--- src/rtl/core/rau_pkg.sv ---
// Package for the rational arithmetic unit: operation and status codes,
// control struct (start, busy). No dependencies.
package rau_pkg;
   typedef enum logic [1:0] {
      OP_ADD = 2'd0,
      OP_SUB = 2'd1,
      OP_MUL = 2'd2,
      OP_DIV = 2'd3
   } op_type;

   typedef enum logic [1:0] {
      ST_OK       = 2'd0,
      ST_DIVZERO  = 2'd1,
      ST_OVERFLOW = 2'd2,
      ST_RSVD     = 2'd3
   } status_type;

   typedef struct packed {
      logic start;
      logic busy;
   } ctl_type;
endpackage

--- src/rtl/core/rau_gcd_div.sv ---
// Binary gcd followed by two restoring divisions by the gcd, one shift/subtract
// step a cycle. Depends on rau_pkg.
module rau_gcd_div #(
   parameter int unsigned W2 = 64
) (
   input  logic          clock,
   input  logic          reset,
   input  rau_pkg::ctl_type ctl,
   input  logic [W2-1:0] num,
   input  logic [W2-1:0] den,
   output logic          done,
   output logic [W2-1:0] q_num,
   output logic [W2-1:0] q_den
);
   import rau_pkg::*;
   localparam int unsigned CW = $clog2(W2 + 1);

   typedef enum logic [4:0] {
      S_IDLE = 5'b00001,
      S_GCD  = 5'b00010,
      S_DIVN = 5'b00100,
      S_DIVD = 5'b01000,
      S_DONE = 5'b10000
   } gstate_type;

   gstate_type state_ff, state_in;
   logic [W2-1:0] x_ff, x_in, y_ff, y_in;
   logic [CW-1:0] k_ff, k_in;       // common power of two
   logic [CW-1:0] cnt_ff, cnt_in;
   logic [W2-1:0] g_ff, g_in;
   logic [W2:0]   rem_ff, rem_in;
   logic [W2-1:0] quo_ff, quo_in;
   logic [W2-1:0] qn_ff, qn_in, qd_ff, qd_in;
   logic [W2-1:0] dvd_ff, dvd_in;
   logic [W2:0]   trial;
   logic [W2-1:0] diff;

   always_comb begin
      state_in = state_ff;
      x_in = x_ff; y_in = y_ff; k_in = k_ff; cnt_in = cnt_ff; g_in = g_ff;
      rem_in = rem_ff; quo_in = quo_ff; qn_in = qn_ff; qd_in = qd_ff;
      dvd_in = dvd_ff;
      trial = {rem_ff[W2-1:0], dvd_ff[W2-1]};
      diff = (x_ff > y_ff) ? (x_ff - y_ff) : (y_ff - x_ff);
      unique case (state_ff)
         S_IDLE: begin
            if (ctl.start) begin
               x_in = num; y_in = den; k_in = '0; state_in = S_GCD;
            end
         end
         S_GCD: begin
            if (x_ff == y_ff) begin
               g_in = x_ff << k_ff;
               dvd_in = num; rem_in = '0; cnt_in = CW'(W2);
               state_in = S_DIVN;
            end else if (!x_ff[0] && !y_ff[0]) begin
               x_in = x_ff >> 1; y_in = y_ff >> 1; k_in = k_ff + 1'b1;
            end else if (!x_ff[0]) begin
               x_in = x_ff >> 1;
            end else if (!y_ff[0]) begin
               y_in = y_ff >> 1;
            end else if (x_ff > y_ff) begin
               x_in = diff >> 1;
            end else begin
               y_in = diff >> 1;
            end
         end
         S_DIVN, S_DIVD: begin
            dvd_in = dvd_ff << 1;
            if (trial >= {1'b0, g_ff}) begin
               rem_in = trial - {1'b0, g_ff};
               quo_in = {quo_ff[W2-2:0], 1'b1};
            end else begin
               rem_in = trial;
               quo_in = {quo_ff[W2-2:0], 1'b0};
            end
            cnt_in = cnt_ff - 1'b1;
            if (cnt_ff == CW'(1)) begin
               if (state_ff == S_DIVN) begin
                  qn_in = quo_in; dvd_in = den; rem_in = '0;
                  cnt_in = CW'(W2); state_in = S_DIVD;
               end else begin
                  qd_in = quo_in; state_in = S_DONE;
               end
            end
         end
         S_DONE: state_in = S_IDLE;
         default: state_in = S_IDLE;
      endcase
   end

   always_ff @(posedge clock) begin
      if (reset) state_ff <= S_IDLE;
      else       state_ff <= state_in;
      x_ff <= x_in; y_ff <= y_in; k_ff <= k_in; cnt_ff <= cnt_in; g_ff <= g_in;
      rem_ff <= rem_in; quo_ff <= quo_in; qn_ff <= qn_in; qd_ff <= qd_in;
      dvd_ff <= dvd_in;
   end

   assign done  = (state_ff == S_DONE);
   assign q_num = qn_ff;
   assign q_den = qd_ff;
   wire unused_busy = ctl.busy;

   property p_gcd_nonzero;
      @(posedge clock) disable iff (reset)
         (state_ff == S_DIVN && $past(state_ff) == S_GCD) |-> (g_ff != '0);
   endproperty
   a_gcd_nonzero: assert property (p_gcd_nonzero) else $error("gcd zero");
   a_done_pulse: assert property (@(posedge clock) disable iff (reset)
      done |=> !done) else $error("done held");
   a_start_idle: assert property (@(posedge clock) disable iff (reset)
      (ctl.start && state_ff == S_IDLE) |=> (state_ff == S_GCD))
      else $error("start lost");
endmodule

--- config.mk ---
export PLATFORM = sky130hd
export DESIGN_NAME = rau_gcd_div
export DESIGN_NICKNAME = d
export VERILOG_FILES = /design/src/rtl/core/rau_pkg.sv /design/src/rtl/core/rau_gcd_div.sv
export SDC_FILE = /design/constraint.sdc
export NUM_CORES = 1
export LEC_CHECK = 0
export BUFFER_PORTS_ARGS = -buffer_cell sky130_fd_sc_hd__buf_2
export CORE_ASPECT_RATIO = 1.5
export CORE_MARGIN = 2
export CORE_UTILIZATION = 30
export CTS_CLUSTER_SIZE = 28
export DETAILED_ROUTE_END_ITERATION = 6
export GPL_TIMING_DRIVEN = 0
export PLACE_DENSITY = 0.53
export SLEW_MARGIN = 20
export SYNTH_ARGS = -nofsm -noshare
export SYNTH_HDL_FRONTEND = slang
export SYNTH_SLANG_ARGS = --single-unit
--- constraint.sdc ---
create_clock -name clock -period 9.4 [get_ports clock]
set_input_delay 1.88 -clock clock [delete_from_list [all_inputs] [get_ports clock]]
set_output_delay 1.88 -clock clock [all_outputs]
set_load 0.02 [all_outputs]
==> flow_results.xml, run 1 <==
<?xml version="1.0" encoding="UTF-8"?>
<metrics>
  <group name="setup_path">
    <metric name="critical_path.reg2reg.endpoint" unit="">y_ff[55]$_DFFE_PP_</metric>
    <metric name="startpoint_type" unit="">flip-flop</metric>
    <metric name="arrival" unit="ns">6.32</metric>
    <metric name="end_kind" unit="">flip-flop</metric>
    <metric name="cp_max_fo" unit="">16</metric>
    <metric name="regToRegSetupSlack" unit="ns">3.44</metric>
    <metric name="r2r_start" unit="">x_ff[36]$_DFFE_PP_</metric>
    <metric name="reg2regPathDepth" unit="">14</metric>
    <metric name="worstPathRequired" unit="ns">9.76</metric>
    <metric name="class_of_the_most_critical_setup_path" unit="">reg -&gt; reg</metric>
  </group>
  <group name="synth">
    <metric name="synthCells" unit="">3828</metric>
    <metric name="synthesis.nets" unit="">4159</metric>
    <metric name="syn_area" unit="um^2">36500</metric>
    <metric name="ys_seq_area_share" unit="%">43.5</metric>
    <metric name="post_synth_num_cell_types" unit="">88</metric>
    <metric name="postSynth.topFlopCell" unit="">sky130_fd_sc_hd__edfxtp_1</metric>
    <metric name="yosys_warnings" unit="">0</metric>
    <metric name="post_synthesis_area_per_instance" unit="um^2">9.54</metric>
    <metric name="ys_seq_elements" unit="">530</metric>
    <metric name="postSynth.asyncResetShare" unit="%">0</metric>
    <metric name="number_of_flops_mapped_to_enable_cells_by_yosys" unit="">525</metric>
  </group>
  <group name="pwr">
    <metric name="power" unit="mW">6.95</metric>
    <metric name="pwr_density_cell" unit="nW/um^2">164</metric>
    <metric name="vdd_drop_max" unit="uV">158</metric>
    <metric name="power.static_leakage" unit="nW">16.2</metric>
  </group>
  <group name="floorplan">
    <metric name="initial_core_util" unit="%">30.3</metric>
    <metric name="die-height" unit="um">431</metric>
    <metric name="row_count" unit="">156</metric>
    <metric name="core" unit="um^2">121000</metric>
    <metric name="die_x" unit="um">289</metric>
    <metric name="floorplan.die_area" unit="um^2">125000</metric>
    <metric name="num_io_pins" unit="">261</metric>
  </group>
  <group name="global_routing">
    <metric name="grt_overflow_total" unit="">0</metric>
    <metric name="grt_pass1_wl" unit="mm">222</metric>
    <metric name="grt_max_degree" unit="">52</metric>
    <metric name="initial_antenna_violation_count" unit="">1</metric>
    <metric name="grt_use_total" unit="%">24.3</metric>
    <metric name="number_of_global_route_vias_before_repair" unit="">32600</metric>
  </group>
  <group name="placement">
    <metric name="dp_hpwl" unit="mm">124</metric>
    <metric name="port-buffer-count" unit="">259</metric>
    <metric name="placedInstanceArea" unit="um^2">40300</metric>
    <metric name="gp_routability_congestion" unit="">0.981</metric>
  </group>
  <group name="sta">
    <metric name="timing.max_slew.rel_slack" unit="%">14.2</metric>
    <metric name="hold_violations" unit="">0</metric>
    <metric name="hold-worst-slack" unit="ns">0.452</metric>
    <metric name="clock.fmax" unit="MHz">168</metric>
    <metric name="setup_repair_after_global_routing_missed_its_margin" unit="">false</metric>
    <metric name="setup_violators_final" unit="">0</metric>
    <metric name="maxSlewViolCount" unit="">0</metric>
    <metric name="finalCritPeriodShare" unit="%">63.4</metric>
    <metric name="clock-skew-final" unit="ns">0.0533</metric>
    <metric name="final_period_minus_worst_setup_slack" unit="ns">5.96</metric>
    <metric name="max_slew.worst_pin.slew" unit="ns">1.29</metric>
  </group>
  <group name="cts">
    <metric name="clock_tree_from_tritoncts" unit="">built</metric>
    <metric name="cts_resized" unit="">0</metric>
    <metric name="cts.sinks" unit="">530</metric>
    <metric name="worst_setup_hold_path_clk_slew" unit="ns">0.06</metric>
    <metric name="insertion_delay" unit="ns">0.69</metric>
    <metric name="cts_buffers" unit="">56</metric>
    <metric name="clock-root-buffer" unit="">sky130_fd_sc_hd__clkbuf_16</metric>
    <metric name="cts_setup_buffers" unit="">0</metric>
    <metric name="cts_hold_buf" unit="">0</metric>
    <metric name="cts.htree.levels" unit="">2</metric>
    <metric name="clock_tree_buffer_depth" unit="">3</metric>
  </group>
  <group name="cells_and_area">
    <metric name="final_layout_size_suffix_gt1_share" unit="%">13.9</metric>
    <metric name="final_util" unit="%">35.1</metric>
    <metric name="final_instance_area" unit="um^2">42300</metric>
    <metric name="num-fill-cells" unit="">12500</metric>
    <metric name="layout-area-overhead-vs-synth" unit="%">15.8</metric>
    <metric name="layout.nets" unit="">4493</metric>
  </group>
  <group name="worst_hold_path">
    <metric name="min_path_cells" unit="">0</metric>
    <metric name="min-delay-start" unit="">quo_ff[62]$_DFFE_PN_</metric>
    <metric name="holdPathEnd" unit="">q_den[63]$_DFFE_PP_</metric>
    <metric name="min-delay-path-class" unit="">reg -&gt; reg</metric>
  </group>
  <group name="routing">
    <metric name="route.detailed.wl_per_inst" unit="um">26.7</metric>
    <metric name="drt_iter0_markers" unit="">2325</metric>
    <metric name="finalWirelength" unit="mm">155</metric>
    <metric name="ant_nets" unit="">0</metric>
    <metric name="first_pass_iters" unit="">6</metric>
    <metric name="drc_errors" unit="">0</metric>
    <metric name="route.vias.total" unit="">31600</metric>
    <metric name="vias_per_cell" unit="">5.46</metric>
  </group>
  <group name="run">
    <metric name="cap_viol_max_count" unit="">0</metric>
  </group>
  <group name="run_status">
    <metric name="run_status" unit="">finished, final reports clean</metric>
  </group>
</metrics>
-- placed cells by master (no fill, tap or decap), types with 38 or more instances in the layout --
cell type | netlist | final
sky130_fd_sc_hd__edfxtp_1 | 525 | 525
sky130_fd_sc_hd__nand2_1 | 422 | 421
sky130_fd_sc_hd__nor2_1 | 409 | 408
sky130_fd_sc_hd__a21oi_1 | 346 | 345
sky130_fd_sc_hd__buf_2 | 46 | 305
sky130_fd_sc_hd__inv_1 | 247 | 246
sky130_fd_sc_hd__o21ai_0 | 210 | 210
sky130_fd_sc_hd__ha_1 | 196 | 196
sky130_fd_sc_hd__clkbuf_1 | 178 | 177
sky130_fd_sc_hd__xnor2_1 | 123 | 123
sky130_fd_sc_hd__a21o_1 | 92 | 92
sky130_fd_sc_hd__nor3_1 | 76 | 76
sky130_fd_sc_hd__nand4_1 | 67 | 67
sky130_fd_sc_hd__a22oi_1 | 66 | 66
sky130_fd_sc_hd__a211oi_1 | 65 | 65
sky130_fd_sc_hd__mux2i_1 | 63 | 63
sky130_fd_sc_hd__xor2_1 | 60 | 60
sky130_fd_sc_hd__clkbuf_16 | 0 | 56
sky130_fd_sc_hd__mux4_2 | 51 | 51
sky130_fd_sc_hd__o21bai_1 | 45 | 45
sky130_fd_sc_hd__o22ai_1 | 40 | 40
sky130_fd_sc_hd__a31oi_1 | 39 | 38
-- metrics by stage --
step           TNS (ns)  std cells  worst slack [ns]
2_1_floorplan         0       3828              2.87
6_report              0       5791              3.44
4_1_cts               0       5789              3.53
3_5_place_dp          0       5684              3.59
3_3_place_gp    -248.21       5667             -2.03
5_1_grt               0       5789              3.38
-- power breakdown --
part,switching (mW),internal [mW]
Combinational,1.14,0.580
Sequential,0.0961,2.65
Clock,1.06,1.41
Total,2.30,4.64
-- layout make-up --
| type | count | area, um^2 | share of cell area, % |
|---|---|---|---|
| multi-input combinational | 2796 | 18700 | 44.2 |
| sequential | 530 | 15900 | 37.5 |
| tap | 1580 | 1980 | 4.67 |
| timing repair buffer | 276 | 1730 | 4.10 |
| clock buffer | 61 | 1420 | 3.36 |
| buffer | 253 | 1060 | 2.51 |
| inverter | 249 | 937 | 2.22 |
| clock inverter | 44 | 586 | 1.38 |
| antenna | 2 | 5.00 | 0.0118 |
-- cells in the mapped netlist (all sizes together), types with 39 or more instances --
| cell type | count | area, um^2 |
|---|---|---|
| a211oi | 67 | 513 |
| a21o | 92 | 691 |
| a21oi | 347 | 1740 |
| a221oi | 50 | 563 |
| a22oi | 66 | 495 |
| a31oi | 39 | 244 |
| buf | 74 | 377 |
| clkbuf | 179 | 673 |
| edfxtp | 525 | 15800 |
| ha | 196 | 2450 |
| inv | 248 | 931 |
| mux2i | 63 | 631 |
| mux4 | 51 | 1150 |
| nand2 | 423 | 1590 |
| nand4 | 67 | 419 |
| nor2 | 409 | 1540 |
| nor3 | 77 | 390 |
| o21ai | 217 | 1090 |
| o21bai | 45 | 338 |
| o22ai | 41 | 270 |
| xnor2 | 123 | 1080 |
| xor2 | 60 | 526 |
-- worst max-delay path, cell delays in order (launching register included) --
cell and delay (ns):
sky130_fd_sc_hd__edfxtp_1 0.55, sky130_fd_sc_hd__inv_1 0.12, sky130_fd_sc_hd__ha_1 0.30, sky130_fd_sc_hd__clkbuf_1 0.44, sky130_fd_sc_hd__nand4_1 0.53, sky130_fd_sc_hd__nor3_2 0.79
sky130_fd_sc_hd__and4_1 0.51, sky130_fd_sc_hd__nand2b_1 0.20, sky130_fd_sc_hd__o22ai_4 0.18, sky130_fd_sc_hd__nand2_1 0.53, sky130_fd_sc_hd__buf_2 0.43, sky130_fd_sc_hd__o21bai_1 0.16
sky130_fd_sc_hd__a21oi_4 0.45, sky130_fd_sc_hd__buf_16 0.22, sky130_fd_sc_hd__buf_16 0.18
-- kinds of logic (layout without fill, tap and decap cells) --
group | Yosys count | count (layout) | share of synthesized area, %
AOI/OAI and AO/OA | 1136 | 1136 | 20.4
and+or+nand+nor | 1128 | 1128 | 13.5
DFF | 530 | 530 | 43.5
buffers and inverters | 502 | 883 | 5.44
adders and majority gates | 199 | 199 | 6.88
xor gates and xnor gates | 183 | 183 | 4.39
muxes | 150 | 150 | 5.98
other | 0 | 2 | 0
-- worst max path at each step --
stage	start	to	slack (ns)	depth (start not counted)
floorplan	x_ff[0]$_DFFE_PP_	x_ff[10]$_DFFE_PP_	2.87	13
global placement	x_ff[36]$_DFFE_PP_	y_ff[47]$_DFFE_PP_	-2.03	12
detailed placement	x_ff[36]$_DFFE_PP_	y_ff[47]$_DFFE_PP_	3.59	14
CTS	x_ff[36]$_DFFE_PP_	y_ff[55]$_DFFE_PP_	3.53	14
global route	x_ff[36]$_DFFE_PP_	y_ff[55]$_DFFE_PP_	3.38	14
finish	x_ff[36]$_DFFE_PP_	y_ff[55]$_DFFE_PP_	3.44	14
-- layer usage --
metal,global-route usage (%),vias to the layer above,share of wire (%)
met5,0,-,0.0084
met4,16.7,2,7.9
met3,2.61,443,3.8
met2,45.1,1072,52
met1,25.4,15400,36
li1,-,14700,-
-- state kept, by name, indices dropped and copies added (netlist names) --
| register | flops |
|---|---|
| dvd_ff | 64 |
| k_ff | 7 |
| q_num | 64 |
| g_ff | 64 |
| state_ff | 5 |
| rem_ff | 64 |
| x_ff | 64 |
| cnt_ff | 7 |
| quo_ff | 63 |
| q_den | 64 |
| y_ff | 64 |
No activity file was read; power rests on OpenSTA's default activity.
==> run 2, diff against run 1 <==
--- a/config.mk
+++ b/config.mk
@@ -12,7 +12,7 @@
 export CTS_CLUSTER_SIZE = 28
 export DETAILED_ROUTE_END_ITERATION = 6
 export GPL_TIMING_DRIVEN = 0
-export PLACE_DENSITY = 0.53
+export PLACE_DENSITY = 0.55
 export SLEW_MARGIN = 20
 export SYNTH_ARGS = -nofsm -noshare
 export SYNTH_HDL_FRONTEND = slang
==> constraint.sdc (replaced) <==
create_clock -name clock -period 4.95 [get_ports clock]
set_input_delay 0.99 -clock clock [delete_from_list [all_inputs] [get_ports clock]]
set_output_delay 0.99 -clock clock [all_outputs]
set_load 0.02 [all_outputs]
==> run 2 against run 1 <==
  * Sequential cell count stayed put
  * Count of clock-buffer cells in the layout is 1 higher
  * Non-clock buffer count is 8 higher
  * Wire length fell by 1.4%
  * Sequential share of layout area hardly changed
  * Power up 85%
  * Largest cell class unchanged
  * Clock power up 76%
  * Maximum frequency grew 20%
  * The flow now finishes with violations (setup timing)
==> flow_results.xml, run 2 (synthesis results as in run 1) <==
<?xml version="1.0" encoding="UTF-8"?>
<metrics>
  <group name="run_status">
    <metric name="run_status" unit="">finished, violations left</metric>
    <metric name="violations" unit="">setup timing</metric>
  </group>
  <group name="routing">
    <metric name="vias_per_cell" unit="">5.55</metric>
    <metric name="drt_iter0_markers" unit="">2491</metric>
    <metric name="ant_nets" unit="">0</metric>
    <metric name="finalWirelength" unit="mm">152</metric>
    <metric name="route.vias.total" unit="">32100</metric>
    <metric name="first_pass_iters" unit="">6</metric>
    <metric name="route.detailed.wl_per_inst" unit="um">26.3</metric>
    <metric name="drc_errors" unit="">0</metric>
  </group>
  <group name="worst_hold_path">
    <metric name="min-delay-path-class" unit="">reg -&gt; reg</metric>
  </group>
  <group name="cts">
    <metric name="cts_hold_buf" unit="">0</metric>
    <metric name="cts.htree.levels" unit="">2</metric>
    <metric name="clock_tree_buffer_depth" unit="">3</metric>
    <metric name="clock-root-buffer" unit="">sky130_fd_sc_hd__clkbuf_16</metric>
    <metric name="insertion_delay" unit="ns">0.69</metric>
    <metric name="worst_setup_hold_path_clk_slew" unit="ns">0.07</metric>
    <metric name="clock_tree_from_tritoncts" unit="">built</metric>
    <metric name="cts_buffers" unit="">56</metric>
    <metric name="cts.sinks" unit="">530</metric>
  </group>
  <group name="global_routing">
    <metric name="initial_antenna_violation_count" unit="">0</metric>
    <metric name="most_utilized_layer_in_the_global_route_result" unit="">met2</metric>
    <metric name="globalRouteMet3Util" unit="%">2.80</metric>
    <metric name="grt_pass1_wl" unit="mm">218</metric>
    <metric name="number_of_global_route_vias_before_repair" unit="">32500</metric>
    <metric name="grt_use_total" unit="%">23.8</metric>
    <metric name="met1_usage" unit="%">24.5</metric>
    <metric name="grt_overflow_total" unit="">0</metric>
    <metric name="grt_max_degree" unit="">71</metric>
    <metric name="grt_util_met2" unit="%">44.0</metric>
  </group>
  <group name="run">
    <metric name="cap_viol_max_count" unit="">0</metric>
  </group>
  <group name="cells_and_area">
    <metric name="num-fill-cells" unit="">12500</metric>
    <metric name="final_instance_area" unit="um^2">42300</metric>
    <metric name="n_antenna_cell" unit="">0</metric>
    <metric name="layout.nets" unit="">4501</metric>
    <metric name="layout_common_cells" unit="">sky130_fd_sc_hd__edfxtp_1, sky130_fd_sc_hd__nand2_1, sky130_fd_sc_hd__nor2_1</metric>
    <metric name="final_util" unit="%">35.1</metric>
    <metric name="layout-area-overhead-vs-synth" unit="%">15.8</metric>
    <metric name="final_layout_size_suffix_gt1_share" unit="%">14.6</metric>
    <metric name="final_common_cell" unit="">sky130_fd_sc_hd__edfxtp_1</metric>
  </group>
  <group name="placement">
    <metric name="gp_routability_congestion" unit="">1.01</metric>
    <metric name="dp_slack" unit="ns">-0.684</metric>
    <metric name="dp_hpwl" unit="mm">121</metric>
    <metric name="placedInstanceArea" unit="um^2">40200</metric>
    <metric name="port-buffer-count" unit="">259</metric>
  </group>
  <group name="floorplan">
    <metric name="initial_core_util" unit="%">30.3</metric>
    <metric name="die-height" unit="um">431</metric>
    <metric name="row_count" unit="">156</metric>
    <metric name="die_x" unit="um">289</metric>
    <metric name="floorplan.die_area" unit="um^2">125000</metric>
    <metric name="core" unit="um^2">121000</metric>
    <metric name="num_io_pins" unit="">261</metric>
  </group>
  <group name="setup_path">
    <metric name="cp_max_fo" unit="">9</metric>
    <metric name="worstPathRequired" unit="ns">5.38</metric>
    <metric name="end_kind" unit="">flip-flop</metric>
    <metric name="arrival" unit="ns">5.40</metric>
    <metric name="startpoint_type" unit="">flip-flop</metric>
    <metric name="class_of_the_most_critical_setup_path" unit="">reg -&gt; reg</metric>
  </group>
  <group name="sta">
    <metric name="hold_violations" unit="">0</metric>
    <metric name="clock.fmax" unit="MHz">201</metric>
    <metric name="clock-skew-final" unit="ns">0.0693</metric>
    <metric name="timing.max_slew.rel_slack" unit="%">12.5</metric>
    <metric name="setup_violators_final" unit="">2</metric>
    <metric name="timing.final.ws_setup" unit="ns">-0.0190</metric>
    <metric name="finalCritPeriodShare" unit="%">100</metric>
    <metric name="final_period_minus_worst_setup_slack" unit="ns">4.97</metric>
    <metric name="max_slew.worst_pin.slew" unit="ns">1.30</metric>
    <metric name="maxSlewViolCount" unit="">0</metric>
    <metric name="setup_repair_after_global_routing_missed_its_margin" unit="">false</metric>
  </group>
  <group name="pwr">
    <metric name="pwr_density_cell" unit="nW/um^2">304</metric>
    <metric name="power.static_leakage" unit="nW">16.3</metric>
    <metric name="vdd_drop_max" unit="uV">262</metric>
    <metric name="power" unit="mW">12.9</metric>
  </group>
</metrics>
-- run 2: cell count changes in the layout (fill, tap and decap cells not counted), sizes merged --
cell      change
inv           -3
diode         -2
clkinv        +4
clkinvlp      +2
bufinv        -6
buf          +11
clkbuf        -2
-- run 2: path summary, 6_finish.rpt --
kind	slack, ns	to	start	cells past startpoint
setup / recovery	-0.02	y_ff[43]$_DFFE_PP_	y_ff[0]$_DFFE_PP_	15
hold / removal	0.46	q_den[63]$_DFFE_PP_	quo_ff[62]$_DFFE_PN_	0
setup reg to reg	-0.02	y_ff[43]$_DFFE_PP_	y_ff[0]$_DFFE_PP_	15
hold reg to reg	0.46	q_den[63]$_DFFE_PP_	quo_ff[62]$_DFFE_PN_	0
-- run 2: layout make-up --
class / instances / area, um^2 / area share [%]
multi-input cells: 2796 / 18800 / 44.5
flip-flops and latches: 530 / 15900 / 37.5
well taps: 1580 / 1980 / 4.68
repair buffers: 288 / 1780 / 4.21
clock buffers: 62 / 1420 / 3.37
plain buffers: 249 / 1060 / 2.50
inverters: 249 / 937 / 2.22
clock inverters: 41 / 417 / 0.985
-- run 2: where the power goes --
part / internal (mW) / switching [mW] / leakage (nW)
logic: 1.12 / 2.19 / 10.6
clock network: 2.36 / 1.98 / 0.891
registers: 5.04 / 0.174 / 4.81
-- run 2: worst max-delay path, stage by stage, from the launching register on --
cell and delay, ns:
sky130_fd_sc_hd__edfxtp_1 0.44, sky130_fd_sc_hd__clkbuf_1 0.27, sky130_fd_sc_hd__inv_1 0.14, sky130_fd_sc_hd__ha_1 0.18
sky130_fd_sc_hd__inv_1 0.08, sky130_fd_sc_hd__fa_1 0.47, sky130_fd_sc_hd__a211oi_2 0.28, sky130_fd_sc_hd__o21ai_0 0.18
sky130_fd_sc_hd__a211oi_1 0.37, sky130_fd_sc_hd__o21ai_1 0.34, sky130_fd_sc_hd__a211oi_1 0.75, sky130_fd_sc_hd__o21bai_1 0.32
sky130_fd_sc_hd__a31oi_1 0.36, sky130_fd_sc_hd__xnor2_1 0.17, sky130_fd_sc_hd__a221oi_1 0.30, sky130_fd_sc_hd__nor2_1 0.07
-- run 2: repair_timing --
item                       in CTS  in global routing
setup endpoints to repair     155                 98
resized for setup              18                 17
setup buffers                   5                  9
pin swaps                       4                  2
-- run 2: metrics by stage --
| stage | instances | TNS, ns | hold WS (ns) |
|---|---|---|---|
| 4_1_cts | 5790 | 0 | 0.461 |
| 2_1_floorplan | 3828 | 0 | 0.421 |
| 3_3_place_gp | 5667 | -622.32 | 0.442 |
| 6_report | 5795 | -0.0206 | 0.458 |
| 5_1_grt | 5795 | 0 | 0.468 |
| 3_5_place_dp | 5682 | -58.40 | 0.446 |
-- run 2: routing by layer --
| layer | vias up | part of all wire (%) |
|---|---|---|
| met5 | - | 0 |
| met4 | 0 | 8.6 |
| met3 | 492 | 4.5 |
| met2 | 1302 | 52 |
| met1 | 15600 | 35 |
| li1 | 14700 | - |
==> run 3, diff against run 2 <==
--- a/config.mk
+++ b/config.mk
@@ -13,6 +13,7 @@
 export DETAILED_ROUTE_END_ITERATION = 6
 export GPL_TIMING_DRIVEN = 0
 export PLACE_DENSITY = 0.55
+export SKIP_LAST_GASP = 1
 export SLEW_MARGIN = 20
 export SYNTH_ARGS = -nofsm -noshare
 export SYNTH_HDL_FRONTEND = slang
==> run 3 against run 2 <==
  * The flow now finishes without violations
  * Clock power about the same
  * Critical path depth stayed put
  * Sequential power is essentially flat
  * Via count barely moved
  * Global-route usage unchanged
  * Sequential share of layout area about the same
  * Non-clock buffer count grew 3
  * Core utilization barely moved
  * Cell count about the same
  * Highest routed layer unchanged
==> flow_results.xml, run 3 (synthesis results as in run 1) <==
<?xml version="1.0" encoding="UTF-8"?>
<metrics>
  <group name="global_routing">
    <metric name="grt_max_degree" unit="">71</metric>
    <metric name="grt_pass1_wl" unit="mm">218</metric>
    <metric name="grt_overflow_total" unit="">0</metric>
    <metric name="initial_antenna_violation_count" unit="">0</metric>
    <metric name="grt_use_total" unit="%">23.8</metric>
    <metric name="number_of_global_route_vias_before_repair" unit="">32500</metric>
  </group>
  <group name="sta">
    <metric name="hold_violations" unit="">0</metric>
    <metric name="clock-skew-final" unit="ns">0.0681</metric>
    <metric name="setup_repair_after_global_routing_missed_its_margin" unit="">false</metric>
    <metric name="finalCritPeriodShare" unit="%">100</metric>
    <metric name="clock.fmax" unit="MHz">202</metric>
    <metric name="final_period_minus_worst_setup_slack" unit="ns">4.95</metric>
    <metric name="maxSlewViolCount" unit="">0</metric>
    <metric name="setup_violators_final" unit="">0</metric>
    <metric name="timing.final.ws_setup" unit="ns">0.00110</metric>
    <metric name="timing.max_slew.rel_slack" unit="%">10.0</metric>
    <metric name="tns" unit="ns">0</metric>
    <metric name="max_slew.worst_pin.slew" unit="ns">1.34</metric>
  </group>
  <group name="pwr">
    <metric name="cell_internal_pwr" unit="mW">8.52</metric>
    <metric name="share_clk_of_total_power" unit="%">33.7</metric>
    <metric name="pwr-share-comb" unit="%">25.7</metric>
    <metric name="swShare" unit="%">33.7</metric>
    <metric name="net-switching-power" unit="mW">4.34</metric>
    <metric name="pwr_density_cell" unit="nW/um^2">304</metric>
    <metric name="vdd_drop_max" unit="uV">261</metric>
    <metric name="seqPwrFrac" unit="%">40.5</metric>
    <metric name="power.static_leakage" unit="nW">16.3</metric>
    <metric name="power" unit="mW">12.9</metric>
  </group>
  <group name="setup_path">
    <metric name="regToRegSetupSlack" unit="ns">0.001</metric>
    <metric name="worstPathRequired" unit="ns">5.35</metric>
    <metric name="reg2regPathDepth" unit="">15</metric>
    <metric name="startpoint_type" unit="">flip-flop</metric>
    <metric name="class_of_the_most_critical_setup_path" unit="">reg -&gt; reg</metric>
    <metric name="end_kind" unit="">flip-flop</metric>
    <metric name="cp_max_fo" unit="">9</metric>
    <metric name="critical_path.reg2reg.endpoint" unit="">y_ff[55]$_DFFE_PP_</metric>
    <metric name="arrival" unit="ns">5.35</metric>
    <metric name="r2r_start" unit="">y_ff[0]$_DFFE_PP_</metric>
  </group>
  <group name="run_status">
    <metric name="run_status" unit="">finished, final reports clean</metric>
  </group>
  <group name="routing">
    <metric name="ant_nets" unit="">0</metric>
    <metric name="drc_errors" unit="">0</metric>
    <metric name="first_pass_iters" unit="">6</metric>
    <metric name="route.detailed.wl_per_inst" unit="um">26.3</metric>
    <metric name="finalWirelength" unit="mm">152</metric>
    <metric name="route.vias.total" unit="">32100</metric>
    <metric name="drt_iter0_markers" unit="">2475</metric>
    <metric name="vias_per_cell" unit="">5.54</metric>
  </group>
  <group name="cts">
    <metric name="cts_hold_buf" unit="">0</metric>
    <metric name="clock_tree_buffer_depth" unit="">3</metric>
    <metric name="cts.sinks" unit="">530</metric>
    <metric name="cts.htree.levels" unit="">2</metric>
    <metric name="cts_buffers" unit="">56</metric>
    <metric name="clock_tree_from_tritoncts" unit="">built</metric>
    <metric name="worst_setup_hold_path_clk_slew" unit="ns">0.07</metric>
    <metric name="clock-root-buffer" unit="">sky130_fd_sc_hd__clkbuf_16</metric>
    <metric name="insertion_delay" unit="ns">0.69</metric>
  </group>
  <group name="placement">
    <metric name="dp_slack" unit="ns">-0.684</metric>
    <metric name="gp_routability_congestion" unit="">1.01</metric>
    <metric name="placed_cells" unit="">5682</metric>
    <metric name="dp_hpwl" unit="mm">121</metric>
    <metric name="port-buffer-count" unit="">259</metric>
  </group>
  <group name="floorplan">
    <metric name="row_count" unit="">156</metric>
    <metric name="initial_core_util" unit="%">30.3</metric>
    <metric name="die_x" unit="um">289</metric>
    <metric name="floorplan.die_area" unit="um^2">125000</metric>
    <metric name="die-height" unit="um">431</metric>
    <metric name="num_io_pins" unit="">261</metric>
    <metric name="core" unit="um^2">121000</metric>
  </group>
  <group name="cells_and_area">
    <metric name="final_common_cell" unit="">sky130_fd_sc_hd__edfxtp_1</metric>
    <metric name="layout.nets" unit="">4504</metric>
    <metric name="n_antenna_cell" unit="">0</metric>
    <metric name="final_cell_count_no_fill" unit="">5798</metric>
    <metric name="final_util" unit="%">35.1</metric>
    <metric name="layout-area-overhead-vs-synth" unit="%">15.9</metric>
    <metric name="final_layout_size_suffix_gt1_share" unit="%">14.7</metric>
    <metric name="layout_common_cells" unit="">sky130_fd_sc_hd__edfxtp_1, sky130_fd_sc_hd__nand2_1, sky130_fd_sc_hd__nor2_1</metric>
  </group>
  <group name="worst_hold_path">
    <metric name="min-delay-start" unit="">quo_ff[62]$_DFFE_PN_</metric>
    <metric name="holdPathEnd" unit="">q_den[63]$_DFFE_PP_</metric>
    <metric name="min_path_cells" unit="">0</metric>
    <metric name="min-delay-path-class" unit="">reg -&gt; reg</metric>
  </group>
  <group name="run">
    <metric name="cap_viol_max_count" unit="">0</metric>
  </group>
</metrics>
==> run 3: final cells by class <==
cell class / count / area [um^2]
plain buffers: 249 / 1060
clock buffers: 62 / 1420
clock inverters: 41 / 417
fillers: 12500 / 78300
inverters: 249 / 937
multi-input cells: 2796 / 18800
flip-flops and latches: 530 / 15900
well taps: 1580 / 1980
repair buffers: 291 / 1800
==> run 3: metal layers <==
layer / global-route usage [%] / routed length, um / vias up
met5: 0 / 0 / -
met4: 17.5 / 13000 / 0
met3: 2.80 / 6980 / 492
met2: 44.0 / 79100 / 1345
met1: 24.5 / 53300 / 15600
li1: - / - / 14700
==> run 3: how the worst max path moves through the flow <==
stage	startpoint	to	slack [ns]
floorplan	x_ff[0]$_DFFE_PP_	x_ff[10]$_DFFE_PP_	0.49
global placement	x_ff[36]$_DFFE_PP_	y_ff[49]$_DFFE_PP_	-2.04
detailed placement	x_ff[36]$_DFFE_PP_	y_ff[48]$_DFFE_PP_	-0.68
CTS	x_ff[23]$_DFFE_PP_	x_ff[54]$_DFFE_PP_	-0.02
global route	y_ff[0]$_DFFE_PP_	y_ff[43]$_DFFE_PP_	0.004
finish	y_ff[0]$_DFFE_PP_	y_ff[55]$_DFFE_PP_	0.001
==> run 3: power groups by stage <==
stage | logic (mW) | registers (mW) | clock network, mW
floorplan | 2.05 | 5.21 | 0
global placement | 3.13 | 5.31 | 0
detailed placement | 3.16 | 5.31 | 0
CTS | 3.20 | 5.21 | 4.46
global route | 3.51 | 5.21 | 4.58
finish | 3.31 | 5.21 | 4.34
==> run 3: critical path: stages (launching register included) <==
cell                       delay [ns]
sky130_fd_sc_hd__edfxtp_1        0.39
sky130_fd_sc_hd__clkbuf_1        0.38
sky130_fd_sc_hd__inv_1           0.12
sky130_fd_sc_hd__ha_1            0.23
sky130_fd_sc_hd__inv_1           0.10
sky130_fd_sc_hd__fa_1            0.30
sky130_fd_sc_hd__a211oi_2        0.12
sky130_fd_sc_hd__o21ai_0         0.25
sky130_fd_sc_hd__a211oi_1        0.15
sky130_fd_sc_hd__o21ai_1         0.60
sky130_fd_sc_hd__a41oi_2         0.42
sky130_fd_sc_hd__o21ai_0         0.94
sky130_fd_sc_hd__a21oi_1         0.21
sky130_fd_sc_hd__xnor2_1         0.18
sky130_fd_sc_hd__a22oi_1         0.16
sky130_fd_sc_hd__o21ai_0         0.10
==> run 3: repair_timing <==
item / 4_1_cts / 5_1_grt
setup buffers: 5 / 12
resized for setup: 17 / 18
pin swaps: 3 / 3
setup endpoints to repair: 155 / 119
endpoints found under the hold margin: 0 / 0
==> run 3: stage by stage <==
stage	hold slack, ns	instance area, um^2
after floorplan	0.421	36500
after global placement	0.442	39800
after detailed placement	0.446	40200
after CTS	0.461	42200
after global routing	0.468	42300
final	0.458	42300
